`src/rtl/wrb_pkg.sv`:
```
package wrb_pkg;

   localparam int WORD_W = 32;
   localparam int CNT_W  = 10;
   localparam int PEEK_W = 10;
   localparam int RUN_W  = 7;
   localparam int EXT_W  = 17;

   localparam logic [1:0] CMD_PUSH   = 2'd0;
   localparam logic [1:0] CMD_PEEK   = 2'd1;
   localparam logic [1:0] CMD_DELETE = 2'd2;
   localparam logic [1:0] CMD_READ   = 2'd3;

   typedef enum logic [1:0] {
      OP_NONE,
      OP_WRITE,
      OP_READ
   } op_kind_type;

   typedef enum logic [1:0] {
      FS_IDLE,
      FS_REDUCE,
      FS_ISSUE
   } front_state_type;

   typedef struct packed {
      op_kind_type       kind;
      logic              status;
      logic [CNT_W-1:0]  done_count;
      logic [CNT_W-1:0]  fill_level;
      logic [CNT_W-1:0]  free_space;
      logic [RUN_W-1:0]  run;
      logic [WORD_W-1:0] data;
   } op_info_type;

   typedef struct packed {
      logic              status;
      logic [WORD_W-1:0] read_word;
      logic [CNT_W-1:0]  done_count;
      logic [CNT_W-1:0]  fill_level;
      logic [CNT_W-1:0]  free_space;
      logic              last;
   } rsp_type;

endpackage

```
`src/rtl/wrb_front.sv`:
```
module wrb_front #(
   parameter int DEPTH = 1024,
   parameter int MAX_RUN = 64,
   localparam int AW = $clog2(DEPTH)
) (
   input  logic                       clock,
   input  logic                       reset,
   input  logic                       req_push,
   output logic                       req_full,
   input  logic [1:0]                 req_command,
   input  logic [wrb_pkg::WORD_W-1:0] req_push_word,
   input  logic [wrb_pkg::PEEK_W-1:0] req_peek_index,
   input  logic [wrb_pkg::CNT_W-1:0]  req_word_count,
   input  logic                       q_full,
   output logic                       enq_valid,
   output wrb_pkg::op_info_type       enq_info,
   output logic [AW-1:0]              enq_addr
);

   localparam int PEEK_SPAN = 2 ** wrb_pkg::PEEK_W;
   localparam int RED_STEPS = (DEPTH >= PEEK_SPAN) ? 1 : $clog2(PEEK_SPAN / DEPTH + 1) + 1;
   localparam int VW        = AW + RED_STEPS + 1;
   localparam int SCW       = $clog2(RED_STEPS + 1);
   localparam int XW        = wrb_pkg::EXT_W;
   localparam int CNT_W     = wrb_pkg::CNT_W;
   localparam int RUN_W     = wrb_pkg::RUN_W;

   wrb_pkg::front_state_type state_ff, state_in;
   logic [AW-1:0]  head_ff, head_in, tail_ff, tail_in;
   logic [VW-1:0]  sum_ff, sum_in, bound, sum_sub;
   logic [SCW-1:0] step_ff, step_in;
   logic           accept;
   logic [AW:0]    diff, head_sum;
   logic [AW-1:0]  fill, fill_after, free_after;
   logic [XW-1:0]  wc_x, fill_x, n_x, run_x, fill_after_x, free_x;

   assign accept = req_push && !req_full;

   always_comb begin
      diff = {1'b0, tail_ff} - {1'b0, head_ff};
      if (tail_ff < head_ff) begin
         diff = diff + (AW + 1)'(DEPTH);
      end
      fill   = diff[AW-1:0];
      fill_x = XW'(fill);
      wc_x   = XW'(req_word_count);
      n_x    = (wc_x < fill_x) ? wc_x : fill_x;
      run_x  = (n_x < XW'(MAX_RUN)) ? n_x : XW'(MAX_RUN);
      head_sum = (AW + 1)'(head_ff) + (AW + 1)'(n_x[AW-1:0]);
      if (head_sum >= (AW + 1)'(DEPTH)) begin
         head_sum = head_sum - (AW + 1)'(DEPTH);
      end
      bound   = VW'(DEPTH) << step_ff;
      sum_sub = (sum_ff >= bound) ? sum_ff - bound : sum_ff;
   end

   // next state
   always_comb begin
      state_in = state_ff;
      unique case (state_ff)
         wrb_pkg::FS_IDLE: begin
            if (accept && req_command == wrb_pkg::CMD_PEEK) begin
               state_in = wrb_pkg::FS_REDUCE;
            end
         end
         wrb_pkg::FS_REDUCE: begin
            if (step_ff == '0) begin
               state_in = wrb_pkg::FS_ISSUE;
            end
         end
         wrb_pkg::FS_ISSUE: begin
            if (!q_full) begin
               state_in = wrb_pkg::FS_IDLE;
            end
         end
         default: state_in = wrb_pkg::FS_IDLE;
      endcase
   end

   // outputs
   always_comb begin
      req_full  = 1'b1;
      enq_valid = 1'b0;
      unique case (state_ff)
         wrb_pkg::FS_IDLE: begin
            req_full  = q_full;
            enq_valid = req_push && !q_full && req_command != wrb_pkg::CMD_PEEK;
         end
         wrb_pkg::FS_REDUCE: begin
            req_full = 1'b1;
         end
         wrb_pkg::FS_ISSUE: begin
            enq_valid = !q_full;
         end
         default: req_full = 1'b1;
      endcase
   end

   // classify and update pointers
   always_comb begin
      head_in    = head_ff;
      tail_in    = tail_ff;
      sum_in     = sum_ff;
      step_in    = step_ff;
      fill_after = fill;
      enq_info   = '0;
      enq_addr   = '0;
      enq_info.kind = wrb_pkg::OP_NONE;
      if (state_ff == wrb_pkg::FS_IDLE) begin
         sum_in  = VW'(head_ff) + VW'(req_peek_index);
         step_in = SCW'(RED_STEPS - 1);
      end else if (state_ff == wrb_pkg::FS_REDUCE) begin
         sum_in = sum_sub;
         if (step_ff != '0) begin
            step_in = step_ff - 1'b1;
         end
      end
      if (state_ff == wrb_pkg::FS_ISSUE) begin
         enq_info.kind = wrb_pkg::OP_READ;
         enq_info.run  = RUN_W'(1);
         enq_addr      = sum_ff[AW-1:0];
      end else begin
         unique case (req_command)
            wrb_pkg::CMD_PUSH: begin
               if (fill == AW'(DEPTH - 1)) begin
                  enq_info.status = 1'b1;
               end else begin
                  enq_info.kind = wrb_pkg::OP_WRITE;
                  enq_info.data = req_push_word;
                  enq_addr      = tail_ff;
                  fill_after    = fill + 1'b1;
                  if (accept) begin
                     tail_in = (tail_ff == AW'(DEPTH - 1)) ? '0 : tail_ff + 1'b1;
                  end
               end
            end
            wrb_pkg::CMD_PEEK: begin
               enq_info.kind = wrb_pkg::OP_NONE;
            end
            wrb_pkg::CMD_DELETE: begin
               enq_info.done_count = n_x[CNT_W-1:0];
               fill_after          = fill - n_x[AW-1:0];
               if (accept) begin
                  head_in = head_sum[AW-1:0];
               end
            end
            wrb_pkg::CMD_READ: begin
               if (run_x != '0) begin
                  enq_info.kind       = wrb_pkg::OP_READ;
                  enq_info.run        = run_x[RUN_W-1:0];
                  enq_info.done_count = run_x[CNT_W-1:0];
                  enq_addr            = head_ff;
               end
            end
            default: enq_info.kind = wrb_pkg::OP_NONE;
         endcase
      end
      free_after          = AW'(DEPTH - 1) - fill_after;
      fill_after_x        = XW'(fill_after);
      free_x              = XW'(free_after);
      enq_info.fill_level = fill_after_x[CNT_W-1:0];
      enq_info.free_space = free_x[CNT_W-1:0];
   end

   always_ff @(posedge clock) begin
      if (reset) begin
         state_ff <= wrb_pkg::FS_IDLE;
         head_ff  <= '0;
         tail_ff  <= '0;
      end else begin
         state_ff <= state_in;
         head_ff  <= head_in;
         tail_ff  <= tail_in;
      end
   end

   always_ff @(posedge clock) begin
      sum_ff  <= sum_in;
      step_ff <= step_in;
   end

endmodule

```
`config.mk`:
```
export PLATFORM = sky130hd
export DESIGN_NAME = wrb_front
export DESIGN_NICKNAME = d
export VERILOG_FILES = /design/src/rtl/wrb_pkg.sv /design/src/rtl/wrb_front.sv
export SDC_FILE = /design/constraint.sdc
export NUM_CORES = 1
export LEC_CHECK = 0
export ABC_AREA = 1
export BUFFER_PORTS_ARGS = -buffer_cell sky130_fd_sc_hd__buf_2
export CAP_MARGIN = 20
export CORE_MARGIN = 4
export CORE_UTILIZATION = 30
export DETAILED_ROUTE_END_ITERATION = 10
export GPL_ROUTABILITY_DRIVEN = 0
export PLACE_DENSITY = 0.63
export SETUP_SLACK_MARGIN = 0.02
export SYNTH_ARGS = -nofsm -noshare
export SYNTH_HDL_FRONTEND = slang
export SYNTH_SLANG_ARGS = --single-unit
```
`constraint.sdc`:
```
create_clock -name clock -period 8.2 [get_ports clock]
set_input_delay 1.64 -clock clock [delete_from_list [all_inputs] [get_ports clock]]
set_output_delay 1.64 -clock clock [all_outputs]
set_load 0.02 [all_outputs]
```
# [Word level (Yosys, flattened, before mapping)]
# Index checks and enable logic that the tools add are counted.
[word_totals] regBits=35 inputBits=58 output_inout_bits=84 elab_cells=87
[classes] add_sub_neg=11 magnitude_cmp=5 n_eq_ne=11 n_shift=1 mux=37 bitwise=2 n_reduce_logical=15
[op_table] operator="$mux W10" n=11
[op_table] operator="$mux W32" n=3
[op_table] operator="$pmux W10 S2" n=3
[op_table] operator="$mux W12" n=3
[op_table] operator="$add A10 B1 Y10 const B" n=3
[op_table] operator="$add A10 B10 Y11" n=2
[op_table] operator="$mux W7" n=3
[op_table] operator="$eq A10 B10 Y1 const B" n=2
[op_table] operator="$lt A10 B10 Y1" n=2
[op_table] operator="$sub A10 B10 Y10" n=2
[op_table] operator="$reduce_bool A17 Y1" n=1
[op_table] operator="$ge A12 B12 Y1" n=1
[op_table] operator="$shl A11 B1 Y12 const A" n=1
[op_table] operator="$sub A12 B12 Y12" n=1
[op_table] operator="$ge A11 B11 Y1 const B" n=1
[op_table] operator="$mux W11" n=1
[op_table] operator="$lt A10 B7 Y1 const B" n=1
[op_table] operator="$mux W2" n=5
[op_table] operator="$sub A10 B1 Y10 const B" n=1
[op_table] operator="$sub A10 B10 Y10 const A" n=1
[op_table] operator="$eq A2 B2 Y1 const B" n=3
[op_table] operator="$ne A2 B2 Y1 const B" n=3
[op_table] operator="$pmux W2 S3" n=1
[op_table] operator="$reduce_and A3 Y1" n=2
[op_table] operator="13 further kinds" n=25

# [Logic depth before layout (Yosys ltp)]
[depth] depth_word=11 ltp_mapped=37 mapped_depth_nobuf=36

# [Worst setup path before layout]
# Ideal clock, no wire load.
[synth_timing] path_type="input -> output" from="input req_word_count[5] (netlist name)" to="output enq_info[47] (netlist name)" arrival_ns=4.468 required_time_ns=6.560 setup_slack_ns=2.092 cell_stages=22 n_path_buf=1 cell_sequence="ha_1 nand2_1 inv_1 a21oi_1 nand2_1 nand2_1 nand3_1 nand2_1 nand3_1 nand2_4 buf_2 nand2_1 o21ai_0 inv_1 ha_1 a21oi_1 o21ai_0 a21oi_1 nand3b_1 nand3_1 nand2_1 a21oi_1"
[synth_rtl] element="from (decl)" line_no="wrb_front.sv:13" rtl="input logic [wrb_pkg::CNT_W-1:0] req_word_count,"
[synth_rtl] element="to (decl)" line_no="wrb_front.sv:16" rtl="output wrb_pkg::op_info_type enq_info,"

==> flow_metrics.env <==
export IMPL_grt_max_degree=38
export IMPL_syn_num_nets=851
export IMPL_synth_top_flop_cell="dfxtp_1"
export IMPL_post_cts_buffers=0
export IMPL_first_global_vias=4865
export IMPL_start_util_pct=30.43
export IMPL_hold_buffers=0
export IMPL_grt_pass1_wl_mm=23.25
export IMPL_n_fill_cell=1671
export IMPL_fin_util_pct=37.27
export IMPL_dieArea_mm2=0.01741
export IMPL_cts_resized=0
export IMPL_switchingPower_mw=0.4122
export IMPL_ys_seq_area_share_pct=17.38
export IMPL_final_nets=987
export IMPL_antenna_found_initial=0
export IMPL_route_vias_total=5242
export IMPL_maxSlewHeadroom_pct=43.24
export IMPL_async_reset_ff_share_pct=0
export IMPL_setup_tns_ps=0
export IMPL_ys_ff_latch=34
export IMPL_vias_per_cell=4.913
export IMPL_layout_cells_non_filler=1067
export IMPL_synth_area_leaders="ha_1, inv_1, nand2_1"
export IMPL_setup_worst_path_start_class="register"
export IMPL_crit_top_cell="nand2_1"
export IMPL_io_pins=142
export IMPL_yosysWarningCount=0
export IMPL_root_buffer="clkbuf_16"
export IMPL_clock_fmax_mhz=143.2
export IMPL_rsz0062_at_grt="no"
export IMPL_dp_hpwl_mm=11.88
export IMPL_first_pass_iters=5
export IMPL_hold_path_class="register to register"
export IMPL_tritoncts="done"
export IMPL_final_cell_mix="inv_1, nand2_1, buf_2"
export IMPL_io_buffers=141
export IMPL_track_usage_pct=15.79
export IMPL_hold_viol=0
export IMPL_power_leakage_nw=3.219
export IMPL_htree_levels=2
export IMPL_clkSinkCount=34
export IMPL_dp_cells=1060
export IMPL_avgSynthCellArea_um2=6.202
export IMPL_power_share_clock_pct=19.7
export IMPL_p_seq_share_pct=22.1
export IMPL_synth_cell_type_count=46
export IMPL_drt_total_wl_mm=14.20
export IMPL_drv_cap=0
export IMPL_grt_ovfl_total=0
export IMPL_path_max_fanout=24
export IMPL_yosysTopAreaCellShare_pct=12.76
export IMPL_outcome="completed"
export IMPL_clk_pin_slew_ps=50
export IMPL_die_w_um=131.9
export IMPL_dr_first_iter_drc_count=306
export IMPL_switching_share_pct=46.82
export IMPL_power_density_mw_per_mm2=156.0
export IMPL_ff2ff_setup_slack_ps=2860
export IMPL_syn_inst=743
export IMPL_wl_per_cell_um=13.30
export IMPL_worstMarginPinSlew_ps=851.3
export IMPL_yosysTopAreaCell="ha_1"
export IMPL_max_stage_delay_ps=500
export IMPL_fp_row_count=45
export IMPL_critPathCaptureType="primary output"
export IMPL_clk_latency_ps=280
export IMPL_drv_slew=0
export IMPL_remaining_drc_errors=0
export IMPL_worst_ep_required_time_ps=6560
export IMPL_cts_buffers=5
export IMPL_arrival_ps=5340
export IMPL_num_antenna_cells=0
export IMPL_finClkSkew_ps=2.561
export IMPL_crit_type="register to primary output"
export IMPL_die_h_um=131.9
export IMPL_synth_edff_count=12
export IMPL_core_area_mm2=0.01515
export IMPL_finalSetupViolations=0
export IMPL_synth_area_mm2=0.004608
export IMPL_max_vdd_ir_drop_mv=0.09506
export IMPL_drive_gt1_share_pct=21.62
export IMPL_internal_power_mw=0.4682
export IMPL_syn2layout_area_growth_pct=22.48
export IMPL_combPwrFrac_pct=58.1
export IMPL_slowest_stage="dfxtp_1"
export IMPL_antenna_left=0
export IMPL_min_period_over_period_pct=85.14
export IMPL_cts_buffer_depth=2
export IMPL_post_route_min_period_ps=6981
## cell usage after synthesis (4+ instances only)
cell,instances
inv_1,144
nand2_1,144
nand3_1,87
a21oi_1,62
ha_1,47
nor2_1,47
o21ai_0,40
dfxtp_1,22
edfxtp_1,12
nor3_1,12
clkbuf_1,11
nand4_1,10
o211ai_1,10
inv_2,9
xnor2_1,9
nand3_2,8
a31oi_1,6
o21ai_1,6
xor2_1,6
nand2_2,4
xor2_2,4
## state kept, by name, summed over array words and instances, names as in the netlist
signal / count
sum_ff: 12
state_ff: 2
head_ff: 10
tail_ff: 10
## worst paths after layout
| path | startpoint | to | depth (start not counted) |
|---|---|---|---|
| min | tail_ff[0]$_SDFFE_PP0P_ | tail_ff[0]$_SDFFE_PP0P_ | 2 |
| max reg2reg | head_ff[1]$_SDFFE_PP0P_ | head_ff[9]$_SDFFE_PP0P_ | 32 |
| min reg2reg | tail_ff[0]$_SDFFE_PP0P_ | tail_ff[0]$_SDFFE_PP0P_ | 2 |
| max | head_ff[1]$_SDFFE_PP0P_ | enq_info[57] | 29 |
## per-stage QoR
step	cell area [um^2]	hold WS, ps	worst slack (ps)	total power, mW
after floorplan	4608	456.5	2092	0.5756
after global placement	5509	479.7	1618	0.7024
after detailed placement	5509	476.9	1537	0.7063
after CTS	5644	485.2	1224	0.8827
after global routing	5644	527.7	662.2	0.9568
final	5644	495.3	1219	0.8803
## worst max-delay path: cells and delay by family, from the launching register on
kind | cells | cell delay (ps)
AND/OR/NAND/NOR | 14 | 1190
adder cells (fa/ha/maj) | 3 | 1160
AO/OA/AOI/OAI | 6 | 1140
buffers and inverters | 5 | 730
flip-flops | 1 | 500
XOR/XNOR | 1 | 330
## final cells by class
class	instances	area, um^2	area share, %
multi-input combinational	539	3163	56.04
sequential	34	800.8	14.19
timing repair buffer	144	728.2	12.90
inverter	155	581.8	10.31
clock buffer	5	125.1	2.217
tap	188	235.2	4.168
clock inverter	2	10.01	0.1773
## metal layers
layer | share of wire, % | global-route usage [%] | up-vias
met5 | 0 | 0 | -
met4 | 0.96 | 3.792 | 0
met2 | 46 | 26.60 | 169
met3 | 6.4 | 2.481 | 12
li1 | - | - | 2715
met1 | 47 | 21.21 | 2346
## logic make-up (layout without fill, tap and decap cells)
kind of cell    count (synthesis)  in the layout  share of synthesized area [%]
fa+ha+maj                      50             50                          14.06
simple gates                  328            328                          32.96
xor+xnor                       19             19                          4.263
compound gates                142            142                          17.30
flops                          34             34                          17.38
buf+inv                       170            306                          14.04
## power by group through the flow
stage	Clock [mW]	Combinational (mW)	Sequential [mW]
floorplan	0	0.381	0.195
global placement	0	0.505	0.198
detailed placement	0	0.508	0.198
CTS	0.178	0.510	0.195
global route	0.183	0.578	0.196
finish	0.174	0.512	0.195
(Power assumes the default switching activity.)
