--- config.mk ---
export PLATFORM = sky130hd
export DESIGN_NAME = wrb_queue
export DESIGN_NICKNAME = d
export VERILOG_FILES = /design/src/rtl/wrb_queue.sv
export SDC_FILE = /design/constraint.sdc
export NUM_CORES = 1
export LEC_CHECK = 0
export ABC_AREA = 1
export ABC_CLOCK_PERIOD_IN_PS = 3100
export BUFFER_PORTS_ARGS = -buffer_cell sky130_fd_sc_hd__clkbuf_2
export CORE_MARGIN = 2
export CORE_UTILIZATION = 38
export CTS_BUF_LIST = sky130_fd_sc_hd__clkbuf_8 sky130_fd_sc_hd__clkbuf_16
export DETAILED_ROUTE_END_ITERATION = 12
export GPL_TIMING_DRIVEN = 0
export HOLD_SLACK_MARGIN = 0.1
export SETUP_SLACK_MARGIN = 0.3
export SLEW_MARGIN = 20
export SYNTH_ARGS = -nofsm -noshare
export SYNTH_HDL_FRONTEND = slang
export SYNTH_SLANG_ARGS = --single-unit
--- constraint.sdc ---
create_clock -name clock -period 3.1 [get_ports clock]
set_clock_uncertainty 0.05 [all_clocks]
set_input_delay 0.31 -clock clock [delete_from_list [all_inputs] [get_ports clock]]
set_output_delay 0.31 -clock clock [all_outputs]
set_load 0.005 [all_outputs]
--- src/rtl/wrb_queue.sv ---
module wrb_queue #(
   parameter int WIDTH = 8,
   parameter int DEPTH = 2,
   localparam int AW = $clog2(DEPTH),
   localparam int CW = AW + 1
) (
   input  logic             clock,
   input  logic             reset,
   input  logic             push,
   input  logic [WIDTH-1:0] push_data,
   input  logic             pop,
   output logic [WIDTH-1:0] pop_data,
   output logic             empty,
   output logic             full,
   output logic [CW-1:0]    count
);

   logic [WIDTH-1:0] mem_ff [DEPTH];
   logic [AW-1:0]    wr_ptr_ff, wr_ptr_in;
   logic [AW-1:0]    rd_ptr_ff, rd_ptr_in;
   logic [CW-1:0]    count_ff, count_in;
   logic             do_push, do_pop;

   assign empty   = (count_ff == '0);
   assign full    = (count_ff == CW'(DEPTH));
   assign count   = count_ff;
   assign do_push = push && !full;
   assign do_pop  = pop && !empty;

   always_comb begin
      wr_ptr_in = do_push ? wr_ptr_ff + 1'b1 : wr_ptr_ff;
      rd_ptr_in = do_pop ? rd_ptr_ff + 1'b1 : rd_ptr_ff;
      count_in  = count_ff + CW'(do_push) - CW'(do_pop);
   end

   always_ff @(posedge clock) begin
      if (reset) begin
         wr_ptr_ff <= '0;
         rd_ptr_ff <= '0;
         count_ff  <= '0;
      end else begin
         wr_ptr_ff <= wr_ptr_in;
         rd_ptr_ff <= rd_ptr_in;
         count_ff  <= count_in;
      end
   end

   always_ff @(posedge clock) begin
      if (do_push) begin
         mem_ff[wr_ptr_ff] <= push_data;
      end
   end

   assign pop_data = mem_ff[rd_ptr_ff];

endmodule

After elaboration in Yosys (flattened, before gate mapping)

Memories as Yosys holds them, arrays and structs flattened. A register that Yosys moved wholly into a read port is not among the register bits.
Index checks and enable logic that the tools add are counted.

Add/subtract/negate cells: 4
Reduce and logical (&&, ||, !) cells: 5
Multiplexer cells: 4
Eq/ne operators: 1

Operators with widths:

| kind                                       | count |
|---|---|
| 2-to-1 mux 1 bit                           | 4 |
| adder 1 bit, second input constant         | 2 |
| adder 2 x 1 -> 2 bit                       | 1 |
| equality test 2 bit, second input constant | 1 |
| logical AND 1 bit                          | 2 |
| zero test 1 bit                            | 2 |
| zero test 2 bit                            | 1 |
| subtractor 2 x 1 -> 2 bit                  | 1 |

Input port bits: 12
Memory bits (writable): 16
Memories kept: 1
Output and inout bits: 12
Word-level logic and storage cells: 18
Bits in registers: 4

Memory list:

| memory | words | width | rd ports | clocked after Yosys merged registers in | wr ports | RTL line | text |
|---|---|---|---|---|---|---|---|
| mem_ff | 2     | 8     | 1        | 1                                       | 1        | 18       | `logic [WIDTH-1:0] mem_ff [DEPTH];` |

Logic depth before layout (Yosys ltp)

Gate-level depths: netlist of run 1.

Depth in word-level cells: 5
Mapped depth: 11

Worst setup path after synthesis of run 1

No wires, ideal clock.

Kind: flip-flop to flip-flop
From: reg count_ff[0], in the netlist count[0]
To: reg count_ff[1], in the netlist count[1]
Slack: 1.582 ns
Stages on the path, launching flop included: 11
Library setup time: 0.115 ns
Arrival: 1.353 ns
Required time: 2.935 ns
Path buffers: 0
Cell sequence: dfxtp_1 > inv_1 > nand2_1 > nand2_1 > ha_1 > inv_1 > ha_1 > inv_1 > nand2_1 > a21oi_1 > nor2_1

Word-level cells in the longest chain between the ends: 5
Elaborated cells between the ends (all ways): 8
Those cells by class: 2 x add/sub; 1 x eq/ne; 5 x reduce/logical

Ends and longest elaborated chain:

| element                       | RTL line | text |
|---|---|---|
| from (decl)                   | 21       | `logic [CW-1:0] count_ff, count_in;` |
| from (signal assigned)        | 44       | `count_ff <= count_in;` |
| equality test 2 bit           | 25       | `assign full = (count_ff == CW'(DEPTH));` |
| zero test 1 bit               | 27       | `assign do_push = push && !full;` |
| logical AND 1 bit             | 27       |  |
| adder 2 x 1 -> 2 bit          | 33       | `count_in = count_ff + CW'(do_push) - CW'(do_pop);` |
| subtractor 2 x 1 -> 2 bit (*) | 33       |  |

Every way passes the cells marked *; elsewhere a longest branch is shown, timed or not.
A chain may end at the register's enable or synchronous reset.

Worst setup path in the final report of run 1

From: reg count_ff[0], in the netlist count[0]
To: mem mem_ff[0][4] (enable)

Word-level cells in the longest chain between the ends: 5

Ends and longest elaborated chain:

| element                                | RTL line | text |
|---|---|---|
| equality test 2 bit                    | 25       |  |
| zero test 1 bit                        | 27       |  |
| logical AND 1 bit                      | 27       |  |
| 2-to-1 mux 1 bit                       | 49       | `if (do_push) begin` |
| 2-to-1 mux 1 bit (not written as such) | 50       | `mem_ff[wr_ptr_ff] <= push_data;` |
| to (decl)                              | 18       |  |

No other way between the ends.

==> results of run 1 <==
state kept, by name, indices dropped and copies added, names as in the netlist, named ones only:
register,cells
rd_ptr_ff,1
wr_ptr_ff,1
mem_ff,16
count,2
area by class of cell:
cell class,instances,area [um^2]
inverter,10,37.5
timing repair buffer,23,115
tap,28,35.0
multi-input combinational,32,239
fill,201,1130
clock inverter,1,5.00
sequential,21,581
buffer,1,11.3
clock buffer,3,41.3
through the flow:
| step | hold WS [ps] | total power [mW] |
|---|---|---|
| finish | 169 | 0.840 |
| detailed placement | 437 | 0.684 |
| global placement | 433 | 0.673 |
| CTS | 164 | 0.856 |
| global route | 175 | 0.903 |
| floorplan | 331 | 0.583 |
where the power goes:
group	total (mW)	switching [mW]	internal [mW]
Sequential	0.389	0.0263	0.363
Combinational	0.282	0.139	0.143
Clock	0.169	0.0800	0.0891
Total	0.840	0.245	0.594
worst max path at each step:
| stage | from | end | slack, ps | depth (start not counted) |
|---|---|---|---|---|
| final | count[0] | mem_ff[0][4] | 1430 | 4 |
| after global routing | count[0] | count[1] | 1300 | 10 |
| after CTS | count[0] | mem_ff[0][4] | 1420 | 4 |
| after detailed placement | count[0] | mem_ff[0][4] | 1430 | 4 |
| after global placement | count[0] | mem_ff[0][4] | 1470 | 4 |
| after floorplan | count[0] | count[1] | 1580 | 10 |
synthesized netlist by cell type:
cell type	instances
inv_1	10
buf_6	1
nor2_2	2
edfxtp_1	16
mux2_4	8
dfxtp_1	5
nor2_1	7
a21oi_1	2
ha_1	2
nand3_1	3
nand2_1	8
per-layer routing:
metal / wire [um] / vias up / global-route usage [%]
met5: 0 / - / 0
met4: 8 / 0 / 6.58
met3: 76 / 2 / 3.16
met2: 634 / 16 / 17.5
met1: 494 / 228 / 10.1
li1: - / 269 / -
kinds of logic (layout without fill, tap and decap cells):
| logic type | Yosys count | in the layout | share of synthesized area (%) |
|---|---|---|---|
| AND/OR/NAND/NOR | 20 | 20 | 9.65 |
| flip-flops | 21 | 21 | 66.9 |
| buffers and inverters | 11 | 38 | 5.62 |
| multiplexers | 8 | 8 | 13.8 |
| AO/OA/AOI/OAI | 2 | 2 | 1.15 |
| adder cells (fa/ha/maj) | 2 | 2 | 2.88 |
==> flow_metrics.env, run 1 <==
export IMPL_status="complete, no violations"
export IMPL_place_gp_congestion=0.693
export IMPL_final_cell_mix="23 x clkbuf_2, 16 x edfxtp_1, 10 x inv_1, 8 x nand2_1, 8 x mux2_4"
export IMPL_vias=515
export IMPL_layout_setup_ws_ps=1430
export IMPL_utilization_pct=48.6
export IMPL_ys_seq_area_share_pct=66.9
export IMPL_antenna_found_initial=0
export IMPL_htreeDepth=1
export IMPL_synth_warnings=0
export IMPL_crit_family="simple AND/OR/NAND/NOR gates"
export IMPL_avgSynthCellArea_um2=13.6
export IMPL_min_to="count[0]"
export IMPL_r2r_start="count[0]"
export IMPL_rsz0062_at_grt="no"
export IMPL_grt_pass1_vias=467
export IMPL_dp_hpwl_um=946
export IMPL_critical_path_cell_chain="inv_1 -> nand2_1 -> nand2_1 -> nor2_1"
export IMPL_wl_per_cell_um=10.2
export IMPL_relSlewSlack_pct=51.7
export IMPL_tns_ps=0
export IMPL_power_leakage_nw=0.489
export IMPL_dpl_cell_count=115
export IMPL_drt_first_pass_iters=4
export IMPL_die_h_um=51.8
export IMPL_wirelength_um=1210
export IMPL_syn_cell_area_um2=868
export IMPL_ff2ff_path_depth=4
export IMPL_slowest_stage="nor2_1"
export IMPL_placed_area_um2=1020
export IMPL_start_util_pct=39.6
export IMPL_ctsRootBufferMaster="clkbuf_8"
export IMPL_synth_area_top_cells="edfxtp_1 55%, mux2_4 14%, dfxtp_1 12%"
export IMPL_synth_top_area_share_pct=55.3
export IMPL_crit_fanout=8
export IMPL_route_detailed_drc=0
export IMPL_grt_ovfl_total=0
export IMPL_cts_buffers=3
export IMPL_synth_top_area_cell="edfxtp_1"
export IMPL_syn_nets=78
export IMPL_grt_usage_pct=9.99
export IMPL_ctsHoldBuffers=0
export IMPL_fp_coreArea_um2=2190
export IMPL_io_pins=24
export IMPL_dp_slack_ps=1430
export IMPL_path_clk_slew_ps=70
export IMPL_drv_cap=0
export IMPL_timing_rr_end="mem_ff[0][4]"
export IMPL_area_delta_synth_final_pct=22.6
export IMPL_ant_nets=0
export IMPL_hold_viol=0
export IMPL_synth_cell_type_count=11
export IMPL_setup_violations=0
export IMPL_final_nets=106
export IMPL_placementRows=17
export IMPL_postCtsSetupBuffers=0
export IMPL_tightest_slew_ps=722
export IMPL_antenna_cells=0
export IMPL_fin_crit_sh_pct=53.8
export IMPL_synth_cells=64
export IMPL_hold_path_class="input port to flop"
export IMPL_clockBufferDepth=2
export IMPL_cts_tree="built"
export IMPL_crit_top_cell="nand2_1"
export IMPL_ff2ff_setup_slack_ps=1430
export IMPL_portBuffers=23
export IMPL_fmax_mhz=600
export IMPL_final_common_cell="clkbuf_2"
export IMPL_grt_start_max_net_pins=13
export IMPL_yosys_register_bits=21
export IMPL_cp_arrival_ps=1500
export IMPL_start_kind="flop"
export IMPL_hold_depth=2
export IMPL_grt_pass1_wl_um=1900
export IMPL_stdcell_count=119
export IMPL_fp_dieW_um=51.8
export IMPL_criticalPathCategory="flop to flop"
export IMPL_slowest_delay_ps=560
export IMPL_crit_buf_inv=1
export IMPL_die_area_um2=2680
export IMPL_slew_viol_final=0
export IMPL_vias_per_cell=4.33
export IMPL_cp_required_ps=2940
export IMPL_drt_initial_drc_count=10
export IMPL_cts_sinks=21
export IMPL_drive_gt1_share_pct=41.8
export IMPL_peakVddDrop_mv=0.346
export IMPL_hold_start="reset"
export IMPL_critPathCaptureType="flop"
export IMPL_cts_resized=0
export IMPL_power_density_nw_per_um2=789
export IMPL_design_area_um2=1060
export IMPL_insertion_delay_ps=250
export IMPL_period_needed_ps=1670
No activity file was read; power rests on OpenSTA's default activity.
==> run 2: changes to the inputs <==
ABC_CLOCK_PERIOD_IN_PS = 1700   (was 3100)
clock period = 1.7 ns   (was 3.1 ns; I/O delays follow)
==> flow_metrics.env, run 2 (synthesis gave the netlist of run 1 again) <==
export IMPL_status="complete, no violations"
export IMPL_drive_gt1_share_pct=54.4
export IMPL_critPathCaptureType="flop"
export IMPL_setup_violations=0
export IMPL_relSlewSlack_pct=78.8
export IMPL_dpl_cell_count=115
export IMPL_combPwrFrac_pct=39.8
export IMPL_seqPwrFrac_pct=42.4
export IMPL_top_register="mem_ff"
export IMPL_cts_buffers=3
export IMPL_cp_required_ps=1840
export IMPL_fp_dieW_um=51.8
export IMPL_antenna_cells=0
export IMPL_placed_area_um2=1040
export IMPL_tightest_slew_ps=317
export IMPL_start_util_pct=39.6
export IMPL_wl_per_cell_um=10.9
export IMPL_grt_pass1_wl_um=2280
export IMPL_slowest_delay_ps=370
export IMPL_hold_start="pop"
export IMPL_nFillCells=175
export IMPL_drv_cap=0
export IMPL_insertion_delay_ps=250
export IMPL_final_nets=118
export IMPL_grt_ovfl_total=0
export IMPL_multiInputGateArea_um2=305
export IMPL_stdcell_count=131
export IMPL_busiest_layer="met2"
export IMPL_placementRows=17
export IMPL_period_needed_ps=1420
export IMPL_slowest_stage="dfxtp_4"
export IMPL_p_switching_mw=0.534
export IMPL_die_area_um2=2680
export IMPL_final_common_cell="clkbuf_2"
export IMPL_portBuffers=23
export IMPL_route_detailed_drc=0
export IMPL_clockBufferDepth=2
export IMPL_start_kind="flop"
export IMPL_peakVddDrop_mv=0.880
export IMPL_final_cell_mix="23 x clkbuf_2, 16 x edfxtp_1, 9 x dlygate4sd3_1, 8 x mux2_4, 7 x inv_1"
export IMPL_crit_fanout=4
export IMPL_tns_ps=0
export IMPL_grt_usage_pct=12.1
export IMPL_vias_per_cell=4.46
export IMPL_wirelength_um=1430
export IMPL_ff2ff_setup_slack_ps=280
export IMPL_cts_tree="built"
export IMPL_clock_power_share_pct=17.8
export IMPL_io_pins=24
export IMPL_hold_viol=0
export IMPL_drt_first_pass_iters=4
export IMPL_area_delta_synth_final_pct=44.4
export IMPL_crit_top_cell="inv_2"
export IMPL_grt_pass1_vias=562
export IMPL_path_clk_slew_ps=70
export IMPL_slew_viol_final=0
export IMPL_p_sw_share_pct=30.7
export IMPL_cts_sinks=21
export IMPL_place_gp_congestion=0.661
export IMPL_power_internal_mw=1.20
export IMPL_met3_usage_pct=2.59
export IMPL_criticalPathCategory="flop to flop"
export IMPL_fin_crit_sh_pct=83.7
export IMPL_die_h_um=51.8
export IMPL_vias=584
export IMPL_timing_rr_end="count[1]"
export IMPL_gr_usage_met1_pct=12.6
export IMPL_antenna_found_initial=0
export IMPL_largest_reg_flops=16
export IMPL_ctsRootBufferMaster="clkbuf_8"
export IMPL_power_density_nw_per_um2=1390
export IMPL_ant_nets=0
export IMPL_fmax_mhz=703
export IMPL_hold_depth=4
export IMPL_r2r_start="count[0]"
export IMPL_gr_usage_met2_pct=22.9
export IMPL_fp_coreArea_um2=2190
export IMPL_design_area_um2=1250
export IMPL_hold_path_class="input port to flop"
export IMPL_ff2ff_path_depth=11
export IMPL_drt_initial_drc_count=4
export IMPL_final_seq_area_um2=587
export IMPL_htreeDepth=1
export IMPL_dp_hpwl_um=984
export IMPL_critical_path_cell_chain="inv_2 -> nand2_2 -> nand2_4 -> ha_4 -> inv_2 -> ha_4 -> inv_2 -> nand2_2 -> nand3_2 -> nand2_1 -> nor2_1"
export IMPL_cp_arrival_ps=1560
export IMPL_grt_start_max_net_pins=13
export IMPL_rsz0062_at_grt="yes"
export IMPL_power_leakage_nw=0.551
run 2: cell types whose count changed in the layout (fill, tap and decap cells not counted), sizes merged:
cell	before	now
buf	1	4
dlygate4sd3	0	9
run 2: layer usage:
layer / share of wire, % / wire length [um] / vias up
li1: - / - / 294
met1: 38 / 548 / 275
met2: 58 / 824 / 15
met3: 3.7 / 53 / 0
met4: 0 / 0 / 0
met5: 0 / 0 / -
run 2: area by class of cell:
class / count / area share, %
clock inverters: 1 / 0.399
clock buffers: 3 / 3.29
multi-input cells: 32 / 24.4
flip-flops and latches: 21 / 46.8
plain buffers: 1 / 1.20
inverters: 10 / 2.99
well taps: 28 / 2.79
repair buffers: 35 / 18.2
run 2: repair_timing:
item                                    4_1_cts  5_1_grt
setup buffers                                 3        0
pin swaps                                     6        4
cloned                                        0        0
endpoints found under the setup margin        9       17
endpoints found under the hold margin        17        0
gates resized for setup                       9        5
hold buffers                                  9        0
run 2: metrics by stage:
stage               power, mW  hold WS, ps  util [%]  setup WS, ps
floorplan                1.10          182         -           303
global placement         1.27          285      47.3           180
detailed placement       1.28          288      47.3           205
CTS                      1.72          162      56.4           280
global route             1.86          184      57.2           193
finish                   1.74          168      57.2           278
run 2: worst max path at each step:
| stage | startpoint | to |
|---|---|---|
| 2_1_floorplan | count[0] | count[1] |
| 3_3_place_gp | count[0] | mem_ff[0][0] |
| 3_5_place_dp | count[0] | mem_ff[0][6] |
| 4_1_cts | count[0] | count[1] |
| 5_1_grt | count[0] | count[1] |
| 6_report | count[0] | count[1] |
run 2: power by group through the flow:
stage | logic (mW) | registers (mW) | clock network [mW]
floorplan | 0.366 | 0.738 | 0
finish | 0.692 | 0.736 | 0.309
detailed placement | 0.536 | 0.746 | 0
CTS | 0.670 | 0.734 | 0.320
global placement | 0.528 | 0.738 | 0
global route | 0.768 | 0.746 | 0.348
run 2: worst max-delay path, delay by kind of cell (launching register included):
kind	cells	cell delay [ps]
buf+inv	3	110
flops	1	370
simple gates	6	410
fa+ha+maj	2	410
==> run 3: changes to the inputs <==
ABC_AREA = 0   (was 1)
ABC_CLOCK_PERIOD_IN_PS = 1300   (was 1700)
clock period = 1.3 ns   (was 1.7 ns; I/O delays follow)
==> flow_metrics.env, run 3 <==
export IMPL_status="finished with violations"
export IMPL_violations="setup timing"
export IMPL_maxUsedRoutingLayer="met3"
export IMPL_setup_violations=19
export IMPL_wl_per_cell_um=12.6
export IMPL_syn_nets=66
export IMPL_fp_coreArea_um2=1980
export IMPL_yosys_register_bits=21
export IMPL_drt_met1_wl_um=592
export IMPL_tightest_slew_ps=223
export IMPL_slowest_delay_ps=370
export IMPL_met3_wirelength_um=62
export IMPL_p_switching_mw=0.690
export IMPL_nFillCells=148
export IMPL_criticalPathCategory="flop to flop"
export IMPL_start_util_pct=40.9
export IMPL_vias=545
export IMPL_synth_enable_flop_cells=16
export IMPL_combPwrFrac_pct=43.2
export IMPL_power_internal_mw=1.72
export IMPL_synth_top_area_share_pct=59.3
export IMPL_crit_buf_inv=1
export IMPL_die_area_um2=2520
export IMPL_relSlewSlack_pct=85.0
export IMPL_crit_family="adder cells"
export IMPL_period_needed_ps=1530
export IMPL_ant_nets=0
export IMPL_grt_ovfl_total=0
export IMPL_ys_dominant_reg_cell="edfxtp_1"
export IMPL_hold_viol=0
export IMPL_fmax_mhz=656
export IMPL_final_nets=108
export IMPL_portBuffers=23
export IMPL_synthTopCellsByCount="16 x edfxtp_1, 5 x dfxtp_1, 5 x mux2_1, 4 x nor2_1"
export IMPL_syn_cell_area_um2=811
export IMPL_hold_worst_slack_ps=308
export IMPL_yosys_cell_count_top_type="edfxtp_1"
export IMPL_critPathCaptureType="flop"
export IMPL_hold_path_class="input port to flop"
export IMPL_route_detailed_drc=0
export IMPL_dp_slack_ps=-281
export IMPL_critical_path_cell_chain="o21a_4 -> ha_4 -> inv_2 -> ha_4 -> xor2_2 -> and2_1 -> nor3_1"
export IMPL_grt_start_max_net_pins=12
export IMPL_p_sw_share_pct=28.7
export IMPL_synth_warnings=0
export IMPL_path_clk_slew_ps=70
export IMPL_grt_pass1_wl_um=2200
export IMPL_crit_fanout=3
export IMPL_final_cell_mix="21 x clkbuf_2, 16 x edfxtp_1, 9 x dlygate4sd3_1, 8 x mux2_4, 4 x nor2_1"
export IMPL_power_leakage_nw=0.535
export IMPL_place_gp_congestion=0.695
export IMPL_clockBufferDepth=2
export IMPL_r2r_start="count[1]"
export IMPL_fp_dieW_um=50.2
export IMPL_start_kind="flop"
export IMPL_rsz0062_at_grt="yes"
export IMPL_avgSynthCellArea_um2=15.6
export IMPL_final_common_cell="clkbuf_2"
export IMPL_dp_hpwl_um=837
export IMPL_power_density_nw_per_um2=1880
export IMPL_htreeDepth=1
export IMPL_ys_seq_area_share_pct=71.6
export IMPL_drt_initial_drc_count=5
export IMPL_drv_cap=0
export IMPL_crit_start="count[1]"
export IMPL_cp_required_ps=1420
export IMPL_synth_cell_type_count=21
export IMPL_cts_tree="built"
export IMPL_peakVddDrop_mv=1.11
export IMPL_ctsRootBufferMaster="clkbuf_8"
export IMPL_drt_first_pass_iters=2
export IMPL_insertion_delay_ps=250
export IMPL_drive_gt1_share_pct=60.2
export IMPL_io_pins=24
export IMPL_hold_start="push"
export IMPL_async_flop_share_pct=0
export IMPL_synth_area_top_cells="edfxtp_1 59%, dfxtp_1 12%, mux2_1 6.9%"
export IMPL_placementRows=16
export IMPL_largest_reg_flops=16
export IMPL_slowest_stage="dfxtp_4"
export IMPL_seqPwrFrac_pct=40.3
export IMPL_vias_per_cell=4.54
export IMPL_clock_power_share_pct=16.5
export IMPL_met2_length_um=855
export IMPL_cts_buffers=3
export IMPL_cp_arrival_ps=1650
export IMPL_layout_setup_ws_ps=-225
export IMPL_area_delta_synth_final_pct=58.2
export IMPL_slew_viol_final=0
export IMPL_top_register="mem_ff"
export IMPL_antenna_found_initial=0
export IMPL_crit_top_cell="ha_4"
export IMPL_cts_sinks=21
export IMPL_synth_cells=52
export IMPL_fin_crit_sh_pct=117
export IMPL_grt_usage_pct=11.9
export IMPL_antenna_cells=0
export IMPL_wirelength_um=1510
export IMPL_synth_top_area_cell="edfxtp_1"
export IMPL_grt_pass1_vias=497
export IMPL_tns_ps=-1760
export IMPL_die_h_um=50.2
run 3: cell types whose count changed after synthesis, sizes merged, moves of 3 or more:
cell,previous run,this run
nand2,8,1
inv,10,4
nor2,9,4
nand3,3,0
run 3: repair_timing:
action	CTS	global route
gates resized for setup	25	7
pin swaps	4	2
buffers inserted	3	2
hold buffers	9	0
setup endpoints to repair	29	33
endpoints found under the hold margin	21	0
run 3: worst paths after layout:
check / end / slack (ps) / cells after the start
max: count[1] / -230 / 7
min: wr_ptr_ff / 310 / 4
max reg2reg: count[1] / -230 / 7
min reg2reg: wr_ptr_ff / 490 / 2
run 3: logic make-up (layout without fill, tap and decap cells):
family	count (synthesis)	count (layout)	share of synthesized area, %
DFF	21	21	71.6
and+or+nand+nor	11	11	7.25
muxes	8	8	11.1
buffers and inverters	5	46	2.47
AOI/OAI and AO/OA	3	3	2.31
adders and majority gates	2	2	3.09
xor gates and xnor gates	2	2	2.16
run 3: worst min-delay path: cells and delay by family:
family,cells,cell delay (ps)
buf+inv,2,200
compound gates,2,240
run 3: final cells by class:
type / instances / area, um^2 / share of cell area [%]
plain buffers: 1 / 15.0 / 1.17
clock buffers: 3 / 41.3 / 3.22
clock inverters: 1 / 3.75 / 0.293
inverters: 4 / 22.5 / 1.76
multi-input cells: 26 / 323 / 25.2
flip-flops and latches: 21 / 587 / 45.8
well taps: 27 / 33.8 / 2.63
repair buffers: 37 / 256 / 20.0
run 3: power groups by stage:
stage               Combinational [mW]  Clock, mW  Sequential (mW)
floorplan                        0.366          0            0.940
global placement                 0.573          0            0.943
detailed placement               0.581          0            0.950
CTS                              0.911      0.409            0.951
global route                      1.13      0.437            0.982
finish                            1.04      0.396            0.971
run 3: per-layer routing:
metal | GRT usage, % | vias to the layer above
met4 | 5.56 | 0
met5 | 0 | -
li1 | - | 265
met1 | 13.9 | 267
met2 | 20.6 | 13
met3 | 2.68 | 0
run 3: per-stage QoR:
stage	total power [mW]	std cells	cell area, um^2	util, %
final	2.41	120	1280	64.7
after global routing	2.55	120	1280	64.7
after CTS	2.27	118	1230	62.1
after detailed placement	1.53	102	966	48.7
after global placement	1.52	102	966	48.7
after floorplan	1.31	52	817	-
